**config.mk**
```make
export PLATFORM = sky130hd
export DESIGN_NAME = pkib_cmp_unit
export DESIGN_NICKNAME = d
export VERILOG_FILES = /design/src/rtl/pkib_pkg.sv /design/src/rtl/pkib_cmp_unit.sv
export SDC_FILE = /design/constraint.sdc
export NUM_CORES = 1
export LEC_CHECK = 0
export ABC_AREA = 1
export BUFFER_PORTS_ARGS = -buffer_cell sky130_fd_sc_hd__buf_4
export CAP_MARGIN = 30
export CORE_UTILIZATION = 48
export DETAILED_ROUTE_END_ITERATION = 6
export PLACE_DENSITY = 0.9
export REMOVE_ABC_BUFFERS = 1
export SETUP_SLACK_MARGIN = 0.4
export SYNTH_ARGS = -nofsm -noshare
export SYNTH_HDL_FRONTEND = slang
export SYNTH_SLANG_ARGS = --single-unit
```
**constraint.sdc**
```tcl
create_clock -name vclk -period 4.66
set_input_delay 0.932 -clock vclk [all_inputs]
set_output_delay 0.932 -clock vclk [all_outputs]
set_load 0.01 [all_outputs]
```
**src/rtl/pkib_pkg.sv**
```systemverilog
package pkib_pkg;

   localparam int KEY_W = 32;
   localparam int TS_W  = 32;
   localparam int THR_W = 7;
   localparam int CNT_W = 7;
   localparam int CSR_W = 2;

   localparam logic OP_REPORT = 1'b0;
   localparam logic OP_QUERY  = 1'b1;

   localparam logic [CSR_W-1:0] CSR_THRESHOLD  = 2'd0;
   localparam logic [CSR_W-1:0] CSR_INC_WINDOW = 2'd1;
   localparam logic [CSR_W-1:0] CSR_BLK_WINDOW = 2'd2;

   localparam logic [THR_W-1:0] THR_RESET = 7'd5;
   localparam logic [TS_W-1:0]  WIN_RESET = 32'd60000;
   localparam logic [CNT_W-1:0] CNT_SAT   = 7'd127;

   // result of one pass through the shared age/key compare unit
   typedef struct packed {
      logic [TS_W-1:0] age;
      logic            expired;
      logic            key_eq;
   } cmp_res_type;

endpackage

```
**src/rtl/pkib_cmp_unit.sv**
```systemverilog
module pkib_cmp_unit
   import pkib_pkg::*;
(
   input  logic [TS_W-1:0]  now_ms,
   input  logic [TS_W-1:0]  stamp_ms,
   input  logic [TS_W-1:0]  window_ms,
   input  logic [KEY_W-1:0] key_a,
   input  logic [KEY_W-1:0] key_b,
   output cmp_res_type      res
);

   logic [TS_W-1:0] age;

   // wrapping age, strictly-greater expiry
   assign age         = now_ms - stamp_ms;
   assign res.age     = age;
   assign res.expired = (age > window_ms);
   assign res.key_eq  = (key_a == key_b);

endmodule
```
==> reports/summary.txt, run 1 <==
FMAX -> 0.223 GHz
Leak -> 3.58 nW
Fin area -> 6030 um^2
Max_cap viols -> 0
First-pass GRT wire length -> 19400 um
CP Max Fanout -> 3
Die Y-Extent -> 89.2 um
RePlAce Congestion -> 0.964
All-Layer GR Usage -> 30.9%
Layout clock buffers -> 0
Setup TNS -> 0 ps
Post-synthesis sequential area ratio -> 0%
Worst Path Arrival -> 3550 ps
Post-route minimum period -> 4480 ps
Row Count -> 31
Drt total wl -> 15700 um
Die area -> 7960 um^2
HP Start -> stamp_ms[0]
Multi-input gate area -> 3690 um^2
Failing checks -> design-rule violations
Worst Setup Start Kind -> input pin
Yosys cell types -> 23
Fill count -> 475
Layout Nets -> 1133
Vias in the first global route -> 4728
Final hold violation count -> 0
Post-Syn Instances -> 703
Crit Path Class -> in2out
Initial DRC Count -> 561
Pwr dens -> 153 nW/um^2
Area leader, netlist -> nand2_1
Top cells by area, synth -> nand2_1 25%, ha_1 22%, inv_1 18%
Period Utilization, post-route -> 96.2%
Worst slew margin -> 74.3%
Hold_buf cts -> 0
DR vias/cell -> 5.57
Mapped cell area -> 3650 um^2
Core Area -> 7290 um^2
Final ANT Viol Nets -> 0
Crit path cell chain -> buf_6 > inv_4 > ha_4 > inv_4 > fa_2 > nand3_2 > nand3_4 > nand3_2 > nand3b_1 > nand2_1 > nand2_1 > nand2_1 > nand2_2 > ha_4 > nand2_4 > nor3_4 > nand3_2 > inv_2 > nand2_2 > a21oi_2 > buf_4
Largest net degree at the start of global routing -> 7
Peak VDD IR -> 0.0656 mV
Layout cells sized above 1 -> 36.9%
Vias -> 5601
Number of inserted diodes -> 0
Hold endpoint -> res[2]
Slowest cell delay on critical path -> 370 ps
FF/Latch Area -> 0 um^2
Total grt overflow -> 0
Worst EP required -> 3730 ps
Drt pass-1 iters -> 7
Critical-path cell with the highest stage delay -> fa_2
Nature of the critical path endpoint -> output pin
DRC -> 23
Most frequent cells in the layout -> 209 x nand2_1, 203 x buf_4, 175 x inv_1
Status -> finished, violations left
IO buf count -> 194
Min-Delay Path Class -> in2out
Slew @ Worst Pin -> 384 ps
Dpl cell area -> 5230 um^2
Hold depth -> 4
Max-slew violations -> 0
Placed Cells -> 996
DP Worst Slack -> 168 ps
Final setup fails -> 0
Syn-to-layout area delta -> 65.1%
DIE WIDTH -> 89.2 um
Boundary pin count -> 194
Count of non-filler cells in the finished layout -> 1006
Post-synth top area share -> 24.9%
Most common cell after layout, fill and taps aside -> nand2_1
DPL Wire Length -> 10300 um
Routed length per placed instance -> 15.6 um
RSZ-0062 raised after global routing -> true
Worst Slack Setup Final -> 176 ps
Antenna violations before repair -> 0
Avg Synthesized Cell Area -> 5.20 um^2
Synth warn -> 0
Initial Util -> 50.1%
Num sequential -> 0
## metal layers
layer  track usage, %  wire (um)  vias up
met5                0          0        -
met4             9.96       1150        0
met3             2.77       1670      154
met2             63.1       7750      477
met1             32.8       5170     2441
li1                 -          -     2529
## cells by family after synthesis
kind of cell             count (synthesis)  share of synthesized area [%]
buffers and inverters                  181                           18.6
adder cells (fa/ha/maj)                 64                           22.1
XOR/XNOR                                44                           10.5
AO/OA/AOI/OAI                           48                           7.40
AND/OR/NAND/NOR                        366                           41.3
## power by group
part | internal (mW) | leakage, nW | total [mW] | switching [mW]
Combinational | 0.419 | 3.58 | 0.925 | 0.505
Clock | 0 | 0 | 0 | 0
Sequential | 0 | 0 | 0 | 0
Total | 0.419 | 3.58 | 0.925 | 0.505
## worst max path at each step
stage | cells after the start | startpoint | slack, ps | end
after floorplan | 19 | now_ms[0] | 530 | res[1]
after global placement | 21 | now_ms[0] | 200 | res[1]
after detailed placement | 21 | now_ms[0] | 170 | res[1]
after CTS | 21 | stamp_ms[8] | 400 | res[1]
after global routing | 18 | stamp_ms[11] | -250 | res[1]
final | 21 | now_ms[0] | 180 | res[1]
## synth_stat cells, types with 2 or more instances
| cell | count |
|---|---|
| nor2_2 | 2 |
| nand2_1 | 242 |
| o21a_1 | 2 |
| nand3_1 | 34 |
| nor2_1 | 54 |
| xnor2_1 | 28 |
| o21ai_0 | 2 |
| nor3_1 | 5 |
| a21oi_1 | 36 |
| a21o_1 | 2 |
| o2111ai_1 | 4 |
| and3_1 | 2 |
| xor2_1 | 16 |
| o21bai_1 | 2 |
| ha_1 | 63 |
| inv_1 | 180 |
| nand2_2 | 15 |
| nand4_1 | 9 |
## area by class of cell
class | count | area share (%)
Inverter | 181 | 11.3
Multi-Input combinational cell | 522 | 61.2
Tap cell | 99 | 2.05
Timing Repair Buffer | 204 | 25.4
## worst max-delay path: cells and delay by family
kind	cells	cell delay (ps)
buf+inv	5	380
simple gates	12	1350
compound gates	1	110
fa+ha+maj	3	770
## metrics by stage
stage	util [%]	total power [mW]	hold WS, ps
CTS	77.0	0.779	2240
global placement	71.8	0.708	2240
finish	82.7	0.925	2240
global route	82.7	0.994	2260
floorplan	-	0.424	2040
detailed placement	71.8	0.720	2250
## what timing repair did
item                       4_1_cts  5_1_grt
setup endpoints to repair        1        1
cloned                           0        0
resized for setup               67       79
pin swaps                       17       22
buffers inserted                 8        2
No activity file was read; power rests on OpenSTA's default activity.
==> run 2, diff against run 1 <==
ABC_AREA = unset   (was 1)
CORE_UTILIZATION = 45   (was 48)
==> run 2 against run 1 <==
Against the previous run: the flow now stops in global routing; area after synthesis is 21% lower; synthesized cell count shrank 42%.
==> reports/summary.txt, run 2 <==
Mapped cell area -> 2900 um^2 (was 3650 um^2)
Status -> stopped before the end (was finished, violations left)
Exit stage -> global routing
Avg Synthesized Cell Area -> 7.11 um^2 (was 5.20 um^2)
DP Worst Slack -> -681 ps (was 168 ps)
Error -> [ERROR GRT-0232] Routing congestion too high. Check the congestion heatmap in the GUI.
RePlAce Congestion -> 0.935 (was 0.964)
Dpl cell area -> 5270 um^2 (was 5230 um^2)
Top cells by area, synth -> ha_1 27%, xor2_1 14%, inv_1 8.4% (was nand2_1 25%, ha_1 22%, inv_1 18%)
Commonest cells post-synth -> 65 x inv_1, 63 x ha_1, 46 x xor2_1, 39 x a21oi_1, 27 x a21o_1 (was 242 x nand2_1, 180 x inv_1, 63 x ha_1, 54 x nor2_1, 36 x a21oi_1)
Boundary pin count -> 194 (unchanged)
Worst_ep kind -> top-level output
Post-synthesis sequential area ratio -> 0% (unchanged)
Area leader, netlist -> ha_1 (was nand2_1)
Hold_buf cts -> 0 (unchanged)
Total grt overflow -> 668
Row Count -> 28 (was 31)
All-Layer GR Usage -> 94.8%
Crit. endpoint post-GRT repair -> res[1]
Initial Util -> 47.8% (was 50.1%)
Die Y-Extent -> 82.3 um (was 89.2 um)
IO buf count -> 194 (unchanged)
DIE WIDTH -> 82.3 um (was 89.2 um)
Largest net degree at the start of global routing -> 9
Count leader, synth -> inv_1 (was nand2_1)
Synth warn -> 0 (unchanged)
Yosys cell types -> 46 (was 23)
Post-Syn Instances -> 408 (was 703)
DPL Wire Length -> 11500 um (was 10300 um)
Post-synth top area share -> 27.2% (was 24.9%)
## run 2: cell count changes after synthesis, sizes merged, moves of 5 or more
| cell | previous run | this run |
|---|---|---|
| nand2 | 258 | 23 |
| inv | 181 | 65 |
| o31ai | 0 | 6 |
| a21o | 2 | 27 |
| o21ai | 2 | 19 |
| nor2 | 56 | 17 |
| nand3 | 35 | 7 |
| xnor2 | 28 | 16 |
| nor4 | 0 | 9 |
| o21a | 2 | 7 |
| xor2 | 16 | 46 |
## run 2: stage by stage
step | utilization, % | std cells | hold slack [ps]
2_1_floorplan | - | 402 | 2040
3_3_place_gp | 87.0 | 784 | 2250
3_5_place_dp | 87.0 | 784 | 2300
4_1_cts | 90.8 | 795 | 2280
## run 2: repair_timing
item	CTS
buffers inserted	11
pin swaps	23
setup endpoints to repair	6
gates cloned	0
gates resized for setup	29
## run 2: routing by layer
layer	GRT usage, %	GRT overflow
met4	116	112
met1	75.7	1
met5	17.5	1
met2	144	549
met3	57.9	5
## run 2: logic make-up after synthesis
kind of cell,synth area share (%)
AOI/OAI and AO/OA,28.3
and+or+nand+nor,15.8
xor gates and xnor gates,18.7
adders and majority gates,27.9
buffers and inverters,9.28
==> run 3, diff against run 2 <==
CORE_UTILIZATION = 40   (was 45)
PLACE_DENSITY = unset   (was 0.9)
PLACE_DENSITY_LB_ADDON = 0.15   (was unset)
SETUP_SLACK_MARGIN = unset   (was 0.4)
==> run 3 against run 2 <==
Against the previous run: the flow now finishes, with violations (negative setup slack); area after synthesis stayed put; synthesized cell count stayed put.
==> reports/summary.txt, run 3 <==
Nature of the critical path endpoint -> output pin
Final setup fails -> 1
IO buf count -> 194 (unchanged)
Max_cap viols -> 0
Drt total wl -> 10700 um
DPL Wire Length -> 9290 um (was 11500 um)
Num sequential -> 0
Worst EP required -> 3730 ps
Worst Slack Setup Final -> -371 ps
Initial DRC Count -> 130
Die area -> 7590 um^2
Hold depth -> 4
First-pass GRT wire length -> 16300 um
Post-synthesis sequential area ratio -> 0% (unchanged)
Layout clock buffers -> 0
Top cells by area, synth -> ha_1 27%, xor2_1 14%, inv_1 8.4% (unchanged)
Area leader, netlist -> ha_1 (unchanged)
Hold endpoint -> res[2]
HP Start -> stamp_ms[0]
Synth warn -> 0 (unchanged)
Antenna violations before repair -> 0
Row Count -> 30 (was 28)
Count leader, synth -> inv_1 (unchanged)
Post-synth top area share -> 27.2% (unchanged)
Worst Path Arrival -> 4100 ps
Commonest cells post-synth -> 65 x inv_1, 63 x ha_1, 46 x xor2_1, 39 x a21oi_1, 27 x a21o_1 (unchanged)
All-Layer GR Usage -> 26.1%
Total grt overflow -> 0
DRC -> 0
FMAX -> 0.199 GHz
Core Area -> 6910 um^2
Avg Synthesized Cell Area -> 7.11 um^2 (unchanged)
CP Max Fanout -> 3
Mapped cell area -> 2900 um^2 (unchanged)
Number of inserted diodes -> 0
Fill count -> 503
Layout cells sized above 1 -> 49.9%
Die Y-Extent -> 87.1 um (was 82.3 um)
Failing checks -> negative setup slack
Post-route minimum period -> 5030 ps
Worst slew margin -> 71.2%
Yosys cell types -> 46 (unchanged)
FF/Latch Area -> 0 um^2
Worst Setup Start Kind -> input pin
Initial Util -> 42.0% (was 47.8%)
Count of non-filler cells in the finished layout -> 815
DP Worst Slack -> -540 ps (was -681 ps)
RSZ-0062 raised after global routing -> true
Max-slew violations -> 0
Post-Syn Instances -> 408 (unchanged)
Drt pass-1 iters -> 4
Hold_buf cts -> 0 (unchanged)
Placed Cells -> 803 (was 784)
Routed length per placed instance -> 13.1 um
Pwr dens -> 170 nW/um^2
RePlAce Congestion -> 0.942 (was 0.935)
Final hold violation count -> 0
Peak VDD IR -> 0.0644 mV
Most common cell after layout, fill and taps aside -> buf_4
Leak -> 3.12 nW
Period Utilization, post-route -> 108%
Boundary pin count -> 194 (unchanged)
DIE WIDTH -> 87.1 um (was 82.3 um)
DR vias/cell -> 5.04
Final ANT Viol Nets -> 0
Vias in the first global route -> 4054
Syn-to-layout area delta -> 92.7%
Min-Delay Path Class -> in2out
Crit Path Class -> in2out
Most frequent cells in the layout -> 312 x buf_4, 61 x inv_1, 56 x ha_1
Vias -> 4107
Slew @ Worst Pin -> 432 ps
Layout Nets -> 945
Largest net degree at the start of global routing -> 9
Status -> finished, violations left (was stopped before the end)
[run 3: cell counts after synthesis]
No cell type changed its count.
[run 3: stage by stage]
| stage | setup TNS (ps) | utilization (%) | area, um^2 | total power [mW] | hold slack, ps |
|---|---|---|---|---|---|
| 5_1_grt | -527 | 80.9 | 5590 | 1.03 | 2270 |
| 6_report | -371 | 80.9 | 5590 | 0.951 | 2250 |
| 3_3_place_gp | -490 | 76.5 | 5280 | 0.855 | 2250 |
| 3_5_place_dp | -540 | 76.5 | 5280 | 0.873 | 2240 |
| 2_1_floorplan | -275 | - | 2870 | 0.400 | 2040 |
| 4_1_cts | -410 | 79.3 | 5480 | 0.915 | 2240 |
[run 3: worst max path at each step]
| stage | cells after the start | from | slack, ps | endpoint |
|---|---|---|---|---|
| after floorplan | 17 | stamp_ms[4] | -270 | res[1] |
| after global placement | 18 | now_ms[4] | -490 | res[1] |
| after detailed placement | 18 | now_ms[4] | -540 | res[1] |
| after CTS | 20 | stamp_ms[1] | -410 | res[1] |
| after global routing | 20 | stamp_ms[0] | -530 | res[1] |
| final | 18 | now_ms[0] | -370 | res[1] |
[run 3: cell families after synthesis]
logic type	Yosys count	share of synthesized area [%]
AOI/OAI and AO/OA	122	28.3
buffers and inverters	71	9.28
and+or+nand+nor	89	15.8
xor gates and xnor gates	62	18.7
adders and majority gates	64	27.9
[run 3: what timing repair did]
item                                    CTS  global route
endpoints found under the setup margin    1             1
pin swaps                                32            25
setup buffers                            10             2
resized for setup                        26            19
[run 3: layout make-up]
cell class	instances	area [um^2]	area share, %
Multi-Input combinational cell	337	2820	50.5
Timing Repair Buffer	317	2400	42.9
Inverter	65	249	4.46
Tap cell	96	120	2.15
[run 3: metal layers]
| metal | vias up | global-route usage (%) | wire length (um) |
|---|---|---|---|
| met5 | - | 0 | 0 |
| met4 | 0 | 4.62 | 173 |
| met3 | 16 | 0.758 | 476 |
| met2 | 161 | 55.8 | 5830 |
| met1 | 1859 | 28.0 | 4200 |
| li1 | 2071 | - | - |
[run 3: critical path, stage by stage]
cell	delay, ps
buf_6	100
inv_4	40
ha_4	120
inv_2	40
fa_2	360
a21o_1	210
buf_4	150
a221o_1	340
a21o_1	200
a21oi_2	140
xnor2_1	90
ha_1	290
nand4_1	180
buf_4	190
buf_4	120
nor4_1	320
a21oi_1	120
buf_4	160
[run 3: where the power goes]
part	leakage, nW	total (mW)	internal [mW]	switching, mW
Combinational	3.12	0.951	0.534	0.417
Sequential	0	0	0	0
Clock	0	0	0	0
==> run 4, diff against run 3 <==
PLACE_DENSITY_LB_ADDON = 0.08   (was 0.15)
==> run 4 against run 3 <==
Against the previous run: the run still ends with negative setup slack left; die area stayed put; utilization fell by 1.2 points; routed wire length shrank 0.88%; non-clock buffer count down 10; hold slack worse by 3.8 ps; flip-flop and latch count is the same; global-route usage up 0.14 points; sequential share of layout area did not move.
==> reports/summary.txt, run 4 (synthesized netlist as in run 3, its figures left out) <==
Status -> finished, violations left (unchanged)
Failing checks -> negative setup slack (unchanged)
RSZ-0062 raised after global routing -> true (unchanged)
Core Area -> 6910 um^2 (unchanged)
Worst Path Arrival -> 4110 ps (was 4100 ps)
Pwr dens -> 170 nW/um^2 (about the same)
RePlAce Congestion -> 0.900 (was 0.942)
Max-slew violations -> 0 (unchanged)
CP Launch Point -> stamp_ms[1] (was now_ms[0])
Hold_buf cts -> 0 (unchanged)
FMAX -> 0.198 GHz (was 0.199 GHz)
CP delay by family, top -> compound AO/OA/AOI/OAI gates (unchanged)
Worst slew margin -> 71.2% (about the same)
Max_cap viols -> 0 (unchanged)
Period Utilization, post-route -> 108% (about the same)
Vias -> 4045 (was 4107)
Layout Nets -> 935 (was 945)
Clock share of power -> 0% (about the same)
Initial Util -> 42.0% (unchanged)
Nature of the critical path endpoint -> output pin (unchanged)
HP Start -> stamp_ms[0] (unchanged)
IO buf count -> 194 (unchanged)
DIE WIDTH -> 87.1 um (unchanged)
Min-Delay Path Class -> in2out (unchanged)
Sw Share -> 44.1% (was 43.8%)
Setup TNS -> -385 ps (was -371 ps)
Routed length per placed instance -> 13.2 um (was 13.1 um)
Final ANT Viol Nets -> 0 (unchanged)
Slowest cell delay on critical path -> 330 ps (was 360 ps)
Most common cell after layout, fill and taps aside -> buf_4 (unchanged)
Most frequent cells in the layout -> 303 x buf_4, 61 x inv_1, 58 x ha_1 (was 312 x buf_4, 61 x inv_1, 56 x ha_1)
Drt total wl -> 10600 um (was 10700 um)
Initial DRC Count -> 93 (was 130)
Vias in the first global route -> 3901 (was 4054)
Leak -> 3.08 nW (was 3.12 nW)
Critical-path cell with the highest stage delay -> ha_1 (was fa_2)
CP Max Fanout -> 3 (unchanged)
Num sequential -> 0 (unchanged)
FF/Latch Area -> 0 um^2 (unchanged)
Final hold violation count -> 0 (unchanged)
DRC -> 0 (unchanged)
Slew @ Worst Pin -> 433 ps (was 432 ps)
Crit Path Class -> in2out (unchanged)
Drt pass-1 iters -> 4 (unchanged)
Layout cells sized above 1 -> 49.4% (was 49.9%)
Post-route minimum period -> 5040 ps (was 5030 ps)
Reg power frac -> 0% (about the same)
Boundary pin count -> 194 (unchanged)
Worst Setup Start Kind -> input pin (unchanged)
Peak VDD IR -> 0.0654 mV (was 0.0644 mV)
Worst Slack Setup Final -> -385 ps (was -371 ps)
Comb pwr share -> 100.0% (about the same)
Syn-to-layout area delta -> 89.9% (was 92.7%)
DP Worst Slack -> -554 ps (was -540 ps)
Largest net degree at the start of global routing -> 9 (unchanged)
Fill count -> 539 (was 503)
Crit path cell chain -> buf_4 > inv_4 > ha_4 > nor2b_4 > o2111a_1 > o211ai_1 > a22oi_2 > a31oi_1 > buf_4 > o31ai_2 > xnor2_1 > ha_1 > nand3_2 > nor2_1 > nand2_2 > o31a_1 > o221ai_2 > a21oi_2 > a21oi_2 > buf_4 (was buf_6 > inv_4 > ha_4 > inv_2 > fa_2 > a21o_1 > buf_4 > a221o_1 > a21o_1 > a21oi_2 > xnor2_1 > ha_1 > nand4_1 > buf_4 > buf_4 > nor4_1 > a21oi_1 > buf_4)
Pint -> 523 uW (was 534 uW)
DPL Wire Length -> 9030 um (was 9290 um)
Number of inserted diodes -> 0 (unchanged)
CP Buf/Inv Count -> 4 (was 7)
All-Layer GR Usage -> 26.3% (was 26.1%)
Row Count -> 30 (unchanged)
First-pass GRT wire length -> 16400 um (was 16300 um)
Total grt overflow -> 0 (unchanged)
Top cell by count, worst path -> buf_4 (unchanged)
DR vias/cell -> 5.02 (was 5.04)
Final setup fails -> 1 (unchanged)
Psw -> 413 uW (was 417 uW)
Antenna violations before repair -> 0 (unchanged)
Die area -> 7590 um^2 (unchanged)
Worst EP required -> 3730 ps (about the same)
Die Y-Extent -> 87.1 um (unchanged)
Layout clock buffers -> 0 (unchanged)
run 4: through the flow:
stage | utilization [%] | hold slack [ps] | power [mW] | area (um^2) | instances
after detailed placement | 75.3 | 2250 | 0.858 | 5200 | 792
after global routing | 79.7 | 2270 | 1.02 | 5500 | 805
after floorplan | - | 2040 | 0.400 | 2870 | 402
final | 79.7 | 2250 | 0.937 | 5500 | 805
after global placement | 75.3 | 2250 | 0.842 | 5200 | 792
after CTS | 77.4 | 2240 | 0.888 | 5340 | 796
run 4: worst paths after layout:
kind,end,slack (ps),depth (start not counted)
max,res[1],-380,20
min,res[2],2250,4
run 4: what timing repair did:
action	in CTS	in global routing
setup buffers	4	9
pin swaps	24	20
gates resized for setup	23	21
setup endpoints to repair	1	1
run 4: cell type report:
type	count	area, um^2	area share (%)
Multi-Input combinational cell	337	2810	51.1
Timing Repair Buffer	307	2320	42.1
Inverter	65	251	4.57
Tap cell	96	120	2.18
run 4: tightest hold or removal path: stages:
cell	delay, ps
buf_4	100
ha_4	130
inv_1	30
buf_4	130
run 4: metal layers:
layer  global-route usage [%]  up-vias  wire length [um]
met5                        0        -                 0
met3                    0.758       18               471
met4                     4.77        0               201
met1                     29.3     1824              4090
li1                         -     2049                 -
met2                     54.6      154              5830
run 4: power groups by stage:
stage / logic (mW) / registers, mW / clock network, mW
finish: 0.937 / 0 / 0
global route: 1.02 / 0 / 0
CTS: 0.888 / 0 / 0
detailed placement: 0.858 / 0 / 0
global placement: 0.842 / 0 / 0
floorplan: 0.400 / 0 / 0
